File: config.mk
export PLATFORM = sky130hd
export DESIGN_NAME = audio_frame_deframer
export DESIGN_NICKNAME = d
export VERILOG_FILES = /design/src/hw/rtl/afd_pkg.sv /design/src/hw/rtl/afd_core.sv /design/src/hw/rtl/afd_out_buf.sv /design/src/hw/rtl/audio_frame_deframer.sv
export SDC_FILE = /design/constraint.sdc
export NUM_CORES = 1
export LEC_CHECK = 0
export BUFFER_PORTS_ARGS = -buffer_cell sky130_fd_sc_hd__buf_2
export CAP_MARGIN = 20
export CORE_MARGIN = 4
export CORE_UTILIZATION = 45
export DETAILED_ROUTE_END_ITERATION = 10
export GPL_TIMING_DRIVEN = 0
export PLACE_DENSITY_LB_ADDON = 0.1
export SLEW_MARGIN = 20
export SYNTH_ARGS = -nofsm -noshare
export SYNTH_HDL_FRONTEND = slang
export SYNTH_HIERARCHICAL = 1
export SYNTH_SLANG_ARGS = --single-unit
File: constraint.sdc
create_clock -name clk -period 6.14 [get_ports clk]
set_clock_uncertainty 0.2 [all_clocks]
set_input_delay 1.228 -clock clk [delete_from_list [all_inputs] [get_ports clk]]
set_output_delay 1.228 -clock clk [all_outputs]
set_load 0.02 [all_outputs]
File: src/hw/rtl/afd_pkg.sv
// package for the audio frame deframer
// shared constants, status codes, register indexes and the result record
// no dependencies
`default_nettype none

package afd_pkg;

  localparam int HEADER_LENGTH = 18;
  localparam int POS_W         = 17;
  localparam int LEN_W         = 16;
  localparam int CNT_W         = 15;
  localparam int CFG_IDX_W     = 2;
  localparam int CFG_DATA_W    = 16;

  localparam logic [POS_W-1:0] POS_TOP = {POS_W{1'b1}};

  // header byte positions
  localparam logic [POS_W-1:0] POS_VERSION  = POS_W'(4);
  localparam logic [POS_W-1:0] POS_STREAM   = POS_W'(5);
  localparam logic [POS_W-1:0] POS_RESERVED = POS_W'(7);
  localparam logic [POS_W-1:0] POS_LEN_HI   = POS_W'(16);
  localparam logic [POS_W-1:0] POS_LEN_LO   = POS_W'(17);
  localparam logic [POS_W-1:0] POS_HDR      = POS_W'(HEADER_LENGTH);

  // configuration register indexes
  localparam logic [CFG_IDX_W-1:0] CFG_MAX_PAYLOAD = 2'd0;
  localparam logic [CFG_IDX_W-1:0] CFG_VERSION     = 2'd1;
  localparam logic [CFG_IDX_W-1:0] CFG_STREAM      = 2'd2;

  localparam logic [LEN_W-1:0] MAX_PAYLOAD_RST = 16'd8192;
  localparam logic [7:0]       VERSION_RST     = 8'd1;
  localparam logic [7:0]       STREAM_RST      = 8'd2;

  typedef enum logic [2:0] {
    ST_OK       = 3'd0,
    ST_MAGIC    = 3'd1,
    ST_HDR_FLD  = 3'd2,
    ST_BAD_LEN  = 3'd3,
    ST_MISMATCH = 3'd4
  } status_t;

  typedef struct packed {
    logic              sample_valid;
    logic [15:0]       sample_value;
    logic              frame_done;
    status_t           frame_status;
    logic [CNT_W-1:0]  sample_count;
  } res_t;

  // magic "SFA1"
  function automatic logic [7:0] magic_byte(input logic [1:0] idx);
    logic [7:0] b;
    case (idx)
      2'd0:    b = 8'h53;
      2'd1:    b = 8'h46;
      2'd2:    b = 8'h41;
      default: b = 8'h31;
    endcase
    return b;
  endfunction

endpackage

`default_nettype wire

File: src/hw/rtl/afd_core.sv
// per-byte frame parser: position counter, header checks, sample pairing
// and the end-of-frame status; depends on afd_pkg
`default_nettype none

module afd_core (
  input  wire logic                          clk,
  input  wire logic                          rst_n,
  input  wire logic                          acc,
  input  wire logic [7:0]                    frame_byte,
  input  wire logic                          last_byte,
  input  wire logic [afd_pkg::LEN_W-1:0]     max_payload,
  input  wire logic [7:0]                    exp_version,
  input  wire logic [7:0]                    exp_stream,
  output logic                               push,
  output afd_pkg::res_t                      res
);

  logic [afd_pkg::POS_W-1:0] pos_r, pos_nxt;
  logic [afd_pkg::LEN_W-1:0] len_r, len_nxt;
  logic [7:0]                low_r, low_nxt;
  afd_pkg::status_t          fault_r, fault_nxt;

  logic                      fault_hit;
  afd_pkg::status_t          fault_code;
  logic                      have_sample;
  afd_pkg::status_t          status;
  logic [afd_pkg::POS_W-1:0] expect_last_pos;

  always_comb begin
    fault_hit   = 1'b0;
    fault_code  = afd_pkg::ST_OK;
    have_sample = 1'b0;
    len_nxt     = len_r;
    low_nxt     = low_r;
    if (pos_r < afd_pkg::POS_VERSION) begin
      fault_hit  = frame_byte != afd_pkg::magic_byte(pos_r[1:0]);
      fault_code = afd_pkg::ST_MAGIC;
    end else if (pos_r == afd_pkg::POS_VERSION) begin
      fault_hit  = frame_byte != exp_version;
      fault_code = afd_pkg::ST_HDR_FLD;
    end else if (pos_r == afd_pkg::POS_STREAM) begin
      fault_hit  = frame_byte != exp_stream;
      fault_code = afd_pkg::ST_HDR_FLD;
    end else if (pos_r == afd_pkg::POS_RESERVED) begin
      fault_hit  = frame_byte != 8'd0;
      fault_code = afd_pkg::ST_HDR_FLD;
    end else if (pos_r == afd_pkg::POS_LEN_HI) begin
      len_nxt = {frame_byte, 8'd0};
    end else if (pos_r == afd_pkg::POS_LEN_LO) begin
      len_nxt = {len_r[15:8], frame_byte};
    end else if (pos_r >= afd_pkg::POS_HDR && pos_r != afd_pkg::POS_TOP) begin
      if (!pos_r[0]) begin
        low_nxt = frame_byte;
      end else begin
        have_sample = 1'b1;
      end
    end
    // only the first header fault counts
    fault_nxt = (fault_r == afd_pkg::ST_OK && fault_hit) ? fault_code : fault_r;
  end

  // last byte sits at header length plus payload length minus one
  assign expect_last_pos = {1'b0, len_nxt} + afd_pkg::POS_W'(afd_pkg::HEADER_LENGTH - 1);

  always_comb begin
    if (pos_r < afd_pkg::POS_LEN_LO) begin
      status = afd_pkg::ST_MAGIC;
    end else if (fault_nxt != afd_pkg::ST_OK) begin
      status = fault_nxt;
    end else if (len_nxt == '0 || len_nxt > max_payload) begin
      status = afd_pkg::ST_BAD_LEN;
    end else if (pos_r == afd_pkg::POS_TOP || pos_r != expect_last_pos) begin
      status = afd_pkg::ST_MISMATCH;
    end else if (len_nxt[0]) begin
      status = afd_pkg::ST_BAD_LEN;
    end else begin
      status = afd_pkg::ST_OK;
    end
  end

  always_comb begin
    push                  = acc && (have_sample || last_byte);
    res.sample_valid      = have_sample;
    res.sample_value      = have_sample ? {frame_byte, low_r} : 16'd0;
    res.frame_done        = last_byte;
    res.frame_status      = last_byte ? status : afd_pkg::ST_OK;
    res.sample_count      = (last_byte && status == afd_pkg::ST_OK) ?
                            len_nxt[afd_pkg::LEN_W-1:1] : '0;
  end

  always_ff @(posedge clk) begin
    if (!rst_n) begin
      pos_r   <= '0;
      len_r   <= '0;
      low_r   <= '0;
      fault_r <= afd_pkg::ST_OK;
    end else if (acc) begin
      if (last_byte) begin
        pos_r   <= '0;
        len_r   <= '0;
        low_r   <= '0;
        fault_r <= afd_pkg::ST_OK;
      end else begin
        pos_r   <= (pos_r == afd_pkg::POS_TOP) ? pos_r : pos_r + 1'b1;
        len_r   <= len_nxt;
        low_r   <= low_nxt;
        fault_r <= fault_nxt;
      end
    end
  end

  a_clear_on_last: assert property (@(posedge clk) disable iff (!rst_n)
    acc && last_byte |=> pos_r == '0 && fault_r == afd_pkg::ST_OK)
    else $error("frame state not cleared after last byte");

  a_pos_advance: assert property (@(posedge clk) disable iff (!rst_n)
    acc && !last_byte && pos_r != afd_pkg::POS_TOP |=> pos_r == $past(pos_r) + 1'b1)
    else $error("byte position did not advance");

  a_status_only_done: assert property (@(posedge clk) disable iff (!rst_n)
    push && res.frame_status != afd_pkg::ST_OK |-> res.frame_done)
    else $error("status reported without frame end");

endmodule

`default_nettype wire

File: src/hw/rtl/afd_out_buf.sv
// result register with one skid entry so the parser keeps taking bytes
// while a result waits; depends on afd_pkg
`default_nettype none

module afd_out_buf (
  input  wire logic          clk,
  input  wire logic          rst_n,
  input  wire logic          push,
  input  afd_pkg::res_t      din,
  output logic               full,
  input  wire logic          out_stall,
  output logic               out_valid,
  output afd_pkg::res_t      dout
);

  logic          out_valid_r, skid_valid_r;
  afd_pkg::res_t out_r, skid_r;
  logic          take;

  assign take      = out_valid_r && !out_stall;
  assign full      = skid_valid_r;
  assign out_valid = out_valid_r;
  assign dout      = out_r;

  always_ff @(posedge clk) begin
    if (!rst_n) begin
      out_valid_r  <= 1'b0;
      skid_valid_r <= 1'b0;
    end else if (!out_valid_r || take) begin
      if (skid_valid_r) begin
        out_valid_r  <= 1'b1;
        skid_valid_r <= 1'b0;
      end else begin
        out_valid_r <= push;
      end
    end else if (push) begin
      skid_valid_r <= 1'b1;
    end
  end

  // payload, no reset
  always_ff @(posedge clk) begin
    if (!out_valid_r || take) begin
      out_r <= skid_valid_r ? skid_r : din;
    end else if (push) begin
      skid_r <= din;
    end
  end

  a_skid_behind_out: assert property (@(posedge clk) disable iff (!rst_n)
    skid_valid_r |-> out_valid_r)
    else $error("skid entry held with empty output register");

  a_no_push_when_full: assert property (@(posedge clk) disable iff (!rst_n)
    skid_valid_r |-> !push)
    else $error("transaction pushed into full result buffer");

  a_hold_on_stall: assert property (@(posedge clk) disable iff (!rst_n)
    out_valid_r && out_stall |=> out_valid_r && $stable(out_r))
    else $error("stalled result changed");

endmodule

`default_nettype wire

File: src/hw/rtl/audio_frame_deframer.sv
// audio frame deframer, top level
// holds the configuration registers; uses afd_pkg, afd_core, afd_out_buf
//
// usage:
//   input channel: one message byte per transaction (in_frame_byte), with
//   in_last_byte set on the final byte; a transaction completes when in_valid
//   is high and in_stall is low.
//   result channel: out_valid/out_stall; a result appears for each completed
//   sample and for the last byte of a message (both can share one result).
//   samples are tentative: drop them downstream if the frame status is not 0.
//   config: cfg_we writes cfg_wdata into register cfg_index (0 max payload,
//   1 expected version, 2 expected stream); write only while idle.
// throughput: one byte per cycle while in_stall is low; the parser handles each
//   byte combinationally between the frame state registers and the result buffer.
// results: each is registered in the output register, or in the skid if held.
// stall: a two-entry result buffer (output register plus skid) absorbs one
//   extra result; in_stall rises only while both entries are occupied.
// reset: frame state clears, the result buffer empties and the configuration
//   returns to max payload 8192, version 1, stream 2.
`default_nettype none

module audio_frame_deframer (
  input  wire logic                            clk,
  input  wire logic                            rst_n,
  input  wire logic                            in_valid,
  output logic                                 in_stall,
  input  wire logic [7:0]                      in_frame_byte,
  input  wire logic                            in_last_byte,
  output logic                                 out_valid,
  input  wire logic                            out_stall,
  output logic                                 out_sample_valid,
  output logic signed [15:0]                   out_sample_value,
  output logic                                 out_frame_done,
  output logic [2:0]                           out_frame_status,
  output logic [afd_pkg::CNT_W-1:0]            out_sample_count,
  input  wire logic                            cfg_we,
  input  wire logic [afd_pkg::CFG_IDX_W-1:0]   cfg_index,
  input  wire logic [afd_pkg::CFG_DATA_W-1:0]  cfg_wdata
);

  logic [afd_pkg::LEN_W-1:0] max_payload_r;
  logic [7:0]                version_r;
  logic [7:0]                stream_r;

  logic          acc;
  logic          push;
  logic          full;
  afd_pkg::res_t res, dout;

  always_ff @(posedge clk) begin
    if (!rst_n) begin
      max_payload_r <= afd_pkg::MAX_PAYLOAD_RST;
      version_r     <= afd_pkg::VERSION_RST;
      stream_r      <= afd_pkg::STREAM_RST;
    end else if (cfg_we) begin
      unique case (cfg_index)
        afd_pkg::CFG_MAX_PAYLOAD: max_payload_r <= cfg_wdata[afd_pkg::LEN_W-1:0];
        afd_pkg::CFG_VERSION:     version_r     <= cfg_wdata[7:0];
        afd_pkg::CFG_STREAM:      stream_r      <= cfg_wdata[7:0];
        default: ;
      endcase
    end
  end

  assign in_stall = full;
  assign acc      = in_valid && !full;

  afd_core u_core (
    .clk         (clk),
    .rst_n       (rst_n),
    .acc         (acc),
    .frame_byte  (in_frame_byte),
    .last_byte   (in_last_byte),
    .max_payload (max_payload_r),
    .exp_version (version_r),
    .exp_stream  (stream_r),
    .push        (push),
    .res         (res)
  );

  afd_out_buf u_out (
    .clk       (clk),
    .rst_n     (rst_n),
    .push      (push),
    .din       (res),
    .full      (full),
    .out_stall (out_stall),
    .out_valid (out_valid),
    .dout      (dout)
  );

  assign out_sample_valid = dout.sample_valid;
  assign out_sample_value = dout.sample_value;
  assign out_frame_done   = dout.frame_done;
  assign out_frame_status = dout.frame_status;
  assign out_sample_count = dout.sample_count;

endmodule

`default_nettype wire
======== Yosys cells after proc, flatten, opt, wreduce, memory -nomap -nowiden ========
Cells that the tools add are included.
storage, ports and cells
  bits in registers ....................... 150
  output and inout bits ................... 38
  logic and storage cells ................. 126
operators by class
  $add $sub $neg .......................... 2
  magnitude comparators ................... 4
  equality and inequality tests ........... 23
  muxes and demuxes ....................... 48
  bitwise operators ....................... 2
  reduce and logical (&&, ||, !) cells .... 28
operators by type and width
  cell                                                                                   count
  16-bit two-way mux                                                                     7
  8-bit two-way mux                                                                      11
  17-bit by 3-bit == test with 1-bit output (second input constant)                      3
  36-bit two-way mux                                                                     1
  17-bit by 5-bit == test with 1-bit output (second input constant)                      2
  17-bit two-way mux                                                                     2
  3-bit two-way mux                                                                      10
  8-bit inequality test                                                                  3
  7-bit one-hot mux with 3 select lines                                                  1
  16-bit by 5-bit adder with 17-bit output (second input constant)                       1
  17-bit by 1-bit adder with 17-bit output (second input constant)                       1
  17-bit == test (second input constant)                                                 1
  17-bit by 5-bit greater-or-equal comparator with 1-bit output (second input constant)  1
  17-bit by 3-bit < comparator with 1-bit output (second input constant)                 1
  17-bit by 5-bit < comparator with 1-bit output (second input constant)                 1
  17-bit inequality test                                                                 1
  17-bit inequality test (second input constant)                                         1
  16-bit greater-than comparator                                                         1
  16-bit logical NOT                                                                     1
  2-bit inequality test (second input constant)                                          8
  15-bit two-way mux                                                                     1
  1-bit two-way mux                                                                      13
  2-bit AND reduction                                                                    5
  9-bit AND reduction                                                                    1
  13 further kinds                                                                       29

======== Logic depth before layout (Yosys ltp) ========
  depth after elaboration ................. 18
  gate-level depth with buffers ........... 22

======== Modules after synthesis ========
Netlist, hierarchy kept.
by module, submodules not included
  module                instances  cells each  area each (um2)  seq. area each (um2)
  afd_core              1          610         4390.5           880.8
  afd_out_buf           1          119         2824.0           2202.1
  audio_frame_deframer  1          126         1265.0           640.6

======== Worst setup path after synthesis ========
OpenSTA, ideal clock, no wires.
  path kind ............................... input to register
  start ................................... in in_frame_byte[1]
  end ..................................... reg u_out.out_r, in the netlist u_out/dout[17], data pin
  library setup time ...................... 0.260 ns
  data arrival time ....................... 4.146 ns
  path slack .............................. 1.534 ns
  stages .................................. 16
  cell sequence ........................... clkbuf_1 > a21oi_1 > inv_1 > ha_1 > nand3_1 > o211ai_1 > a21oi_1 > or2_1 > clkbuf_1 > or3_1 > mux2i_1 > o21ai_0 > a311oi_1 > o2111ai_1 > a22o_1 > mux2_4
RTL lines
  item                  line                        RTL
  from (decl)           audio_frame_deframer.sv:27  input wire logic [7:0] in_frame_byte,
  to (signal assigned)  afd_out_buf.sv:44           out_r <= skid_valid_r ? skid_r : din;
  to (decl)             afd_out_buf.sv:17           afd_pkg::res_t out_r, skid_r;

==> flow_summary_export.csv <==
group,metric,value,unit
route,ant_nets,0,
timing,setup_viol,0,
hold_path,hp-class,"reg -> reg",
timing,report.final.slew_viol_count,0,
setup_path,worst_setup_path_end_kind,"flop",
final_layout,fin_cells,1186,
cts,clock-sinks,150,
route,vias_per_cell,5.51,
hold_path,whs_endpoint,"max_payload_r[5]",
place,io_buffers,68,
setup_path,slowest_stage,"a21oi_1",
outcome,status,"finished clean",
synth,ys_warn_count,6,
timing,finalCriticalPeriod,5.71,ns
place,place_congestion,0.969,
cts,numCtsBuffers,17,
global_routing,antenna_found_initial,0,
synth,async_flop_share,0,
setup_path,r2r_start,"u_core/pos_r[0]",
setup_path,cp-startpoint,"u_core/pos_r[0]",
die,rows,49,
route,wire_per_inst,18.4,um
final_layout,layout-drive-gt1-share,0.208,
route,drt_pass1_iterations,6,
synth,synthFlopType,"dfxtp_1",
synth,ys_ff_latch,150,
cts,clk_pin_slew,0.07,ns
cts,htree_levels,4,
timing,slew_headroom,0.390,
synth,synth_cell_types,73,
setup_path,r2r_end,"u_out/dout[11]",
synth,synth.avg_cell_area,9.92,um2
hold_path,holdPathStages,2,
setup_path,path_buf_inv,6,
setup_path,r2r_setup_slack,0.43,ns
setup_path,required,6.11,ns
cts,cts-resized-gates,0,
setup_path,path_cells,"inv_1 > ha_1 > clkbuf_1 > nor2_1 > nor2_1 > nor2_1 > a21oi_1 > inv_1 > ha_1 > inv_1 > nor3_1 > a211oi_1 > or2_1 > clkbuf_1 > nor2_1 > a311o_1 > o22ai_1 > a311oi_2 > nand4b_2 > buf_6 > nor2_2 > mux2_4",
cts,clock_path_buffers,2,
cts,hold_buffers,0,
die,core,0.0183,mm2
hold_path,hp-start,"max_payload_r[5]",
synth,synth_area,0.00848,mm2
die,die_height,145,um
synth,synth_edf_count,72,
power_and_ir_drop,total_leakage_power,3.99,nW
run,cap_violations,0,
die,dieArea,0.0211,mm2
timing,finalHoldViolations,0,
die,io_pins,70,
setup_path,crit_family,"buffers and inverters",
final_layout,fillCellCount,1687,
final_layout,nets,1000,
global_routing,overflow,0,
die,die_w,145,um
cts,cts_tree,"yes",
setup_path,critPathMaxFanout,10,
global_routing,track_usage,0.208,
setup_path,slowest_delay,0.50,ns
timing,rsz0062_at_grt,"no",
global_routing,grt_pass1_wl,34.8,mm
setup_path,crit_path_start_kind,"flop",
route,drc,0,
global_routing,grt_max_degree,33,
setup_path,crit_top_cell,"nor2_1",
final_layout,area_growth,15.2,%
cts,clkLatencyLatePin,0.43,ns
route,totalWireLength,21.9,mm
setup_path,crit_arrival,5.68,ns
power_and_ir_drop,ir_worst_vdd,0.190,mV
timing,finalSetupTns,0,ns
synth,seq_area_frac_synth,0.439,
global_routing,grt_pass1_vias,6248,
place,dp_cells,1154,
final_layout,diodes,0,
synth,syn_nets,911,
route,drtIter0Drc,480,
synth,syn-instance-count,855,
place,hpwl,16.1,mm
die,initial_core_util,0.464,
timing,period_share,0.930,
timing,worst_pin_slew,0.915,ns
setup_path,ff2ff_path_depth,22,
power_and_ir_drop,cellPowerDensity,237,mW/mm2
cts,cts-root-buf,"clkbuf_16",
cts,post-cts-setup-buffers,0,
setup_path,path_class,"reg -> reg",
timing,max_freq,175,MHz
route,vias,6536,
[synthesized netlist by cell type (5+ instances only)]
| library cell | count | share of area |
|---|---|---|
| and2_1 | 43 | 0.032 |
| o22ai_1 | 17 | 0.013 |
| mux2i_1 | 34 | 0.040 |
| nor3_1 | 11 | 0.0065 |
| clkbuf_1 | 23 | 0.010 |
| nand2_1 | 76 | 0.034 |
| ha_1 | 24 | 0.035 |
| mux2_2 | 8 | 0.011 |
| nor2_2 | 12 | 0.0089 |
| nor2_1 | 49 | 0.022 |
| mux2_4 | 29 | 0.051 |
| nor4_1 | 12 | 0.0089 |
| a21o_1 | 5 | 0.0044 |
| edfxtp_1 | 72 | 0.25 |
| o21ai_0 | 26 | 0.015 |
| buf_6 | 8 | 0.011 |
| a22oi_1 | 12 | 0.011 |
| a31oi_1 | 5 | 0.0037 |
| inv_1 | 58 | 0.026 |
| or3_1 | 12 | 0.0089 |
| xnor2_1 | 15 | 0.015 |
| dfxtp_1 | 78 | 0.18 |
| nand3_1 | 32 | 0.019 |
| xor2_1 | 25 | 0.026 |
| and3_1 | 9 | 0.0066 |
| nor2b_1 | 17 | 0.013 |
| o21a_1 | 5 | 0.0044 |
| nand4_1 | 10 | 0.0074 |
| a21oi_1 | 32 | 0.019 |
| buf_2 | 12 | 0.0071 |
[worst max path at each step]
stage	end	slack [ns]	cells after the start
floorplan	u_out/dout[17]	1.53	16
global placement	u_out/dout[17]	0.35	17
detailed placement	u_out/dout[17]	0.39	17
CTS	u_out/dout[11]	0.53	22
global route	u_out/dout[8]	0.13	22
finish	u_out/dout[11]	0.43	22
[cells by family after synthesis]
logic type | share of synthesized area
and+or+nand+nor | 0.200
DFF | 0.439
AOI/OAI and AO/OA | 0.112
buffers and inverters | 0.0679
muxes | 0.102
xor gates and xnor gates | 0.0440
adders and majority gates | 0.0354
[layout make-up]
type,instances,area [um2],share of cell area
Buffer,54,358,0.0366
Clock buffer,17,425,0.0436
Clock inverter,15,183,0.0187
Inverter,58,218,0.0223
Multi-Input combinational cell,593,4190,0.429
Sequential cell,150,3720,0.381
Tap cell,229,287,0.0293
Timing Repair Buffer,70,380,0.0390
[sequential cells by signal (all words and copies together) (netlist names), 3 cells and up]
| name | count |
|---|---|
| max_payload_r | 16 |
| stream_r | 8 |
| u_core/fault_r | 3 |
| u_core/len_r | 16 |
| u_core/low_r | 8 |
| u_core/pos_r | 17 |
| u_out/dout | 36 |
| u_out/skid_r | 36 |
| version_r | 8 |
[metrics by stage]
step	util	cell area (um2)	total power, mW	hold WS (ns)	setup slack, ns
floorplan	-	8480	1.19	0.235	1.53
global placement	0.498	9110	1.25	0.244	0.348
detailed placement	0.501	9160	1.25	0.247	0.392
CTS	0.534	9760	2.33	0.262	0.532
global route	0.534	9760	2.40	0.280	0.129
finish	0.534	9760	2.31	0.261	0.433
[routing by layer]
layer | vias up | routed length (um) | global-route usage | part of all wire
met3 | 24 | 1270 | 0.0415 | 0.058
met5 | - | 0 | 0 | 0
met2 | 202 | 9680 | 0.319 | 0.44
met1 | 3100 | 10500 | 0.299 | 0.48
met4 | 0 | 424 | 0.0622 | 0.019
li1 | 3210 | - | - | -
[cell usage in the layout, fill, tap and decap left out, types with 25 or more instances in the layout]
cell,n
dfxtp_1,78
mux2i_1,34
nand3_1,32
nand2_1,75
edfxtp_1,72
nor2_1,49
inv_1,58
o21ai_0,26
and2_1,43
buf_2,80
mux2_4,29
xor2_1,25
a21oi_1,32
[worst min-delay path: stages (launching register included)]
cell and delay [ns]:
dfxtp_1 0.31, nand2_1 0.05, mux2i_1 0.05
[where the power goes]
group,total [mW],leakage (nW),internal [mW],switching [mW]
clock,1.08,0.294,0.616,0.466
combinational,0.158,2.33,0.0561,0.102
sequential,1.07,1.36,1.06,0.00995
Power figures use the tool's default switching activity.
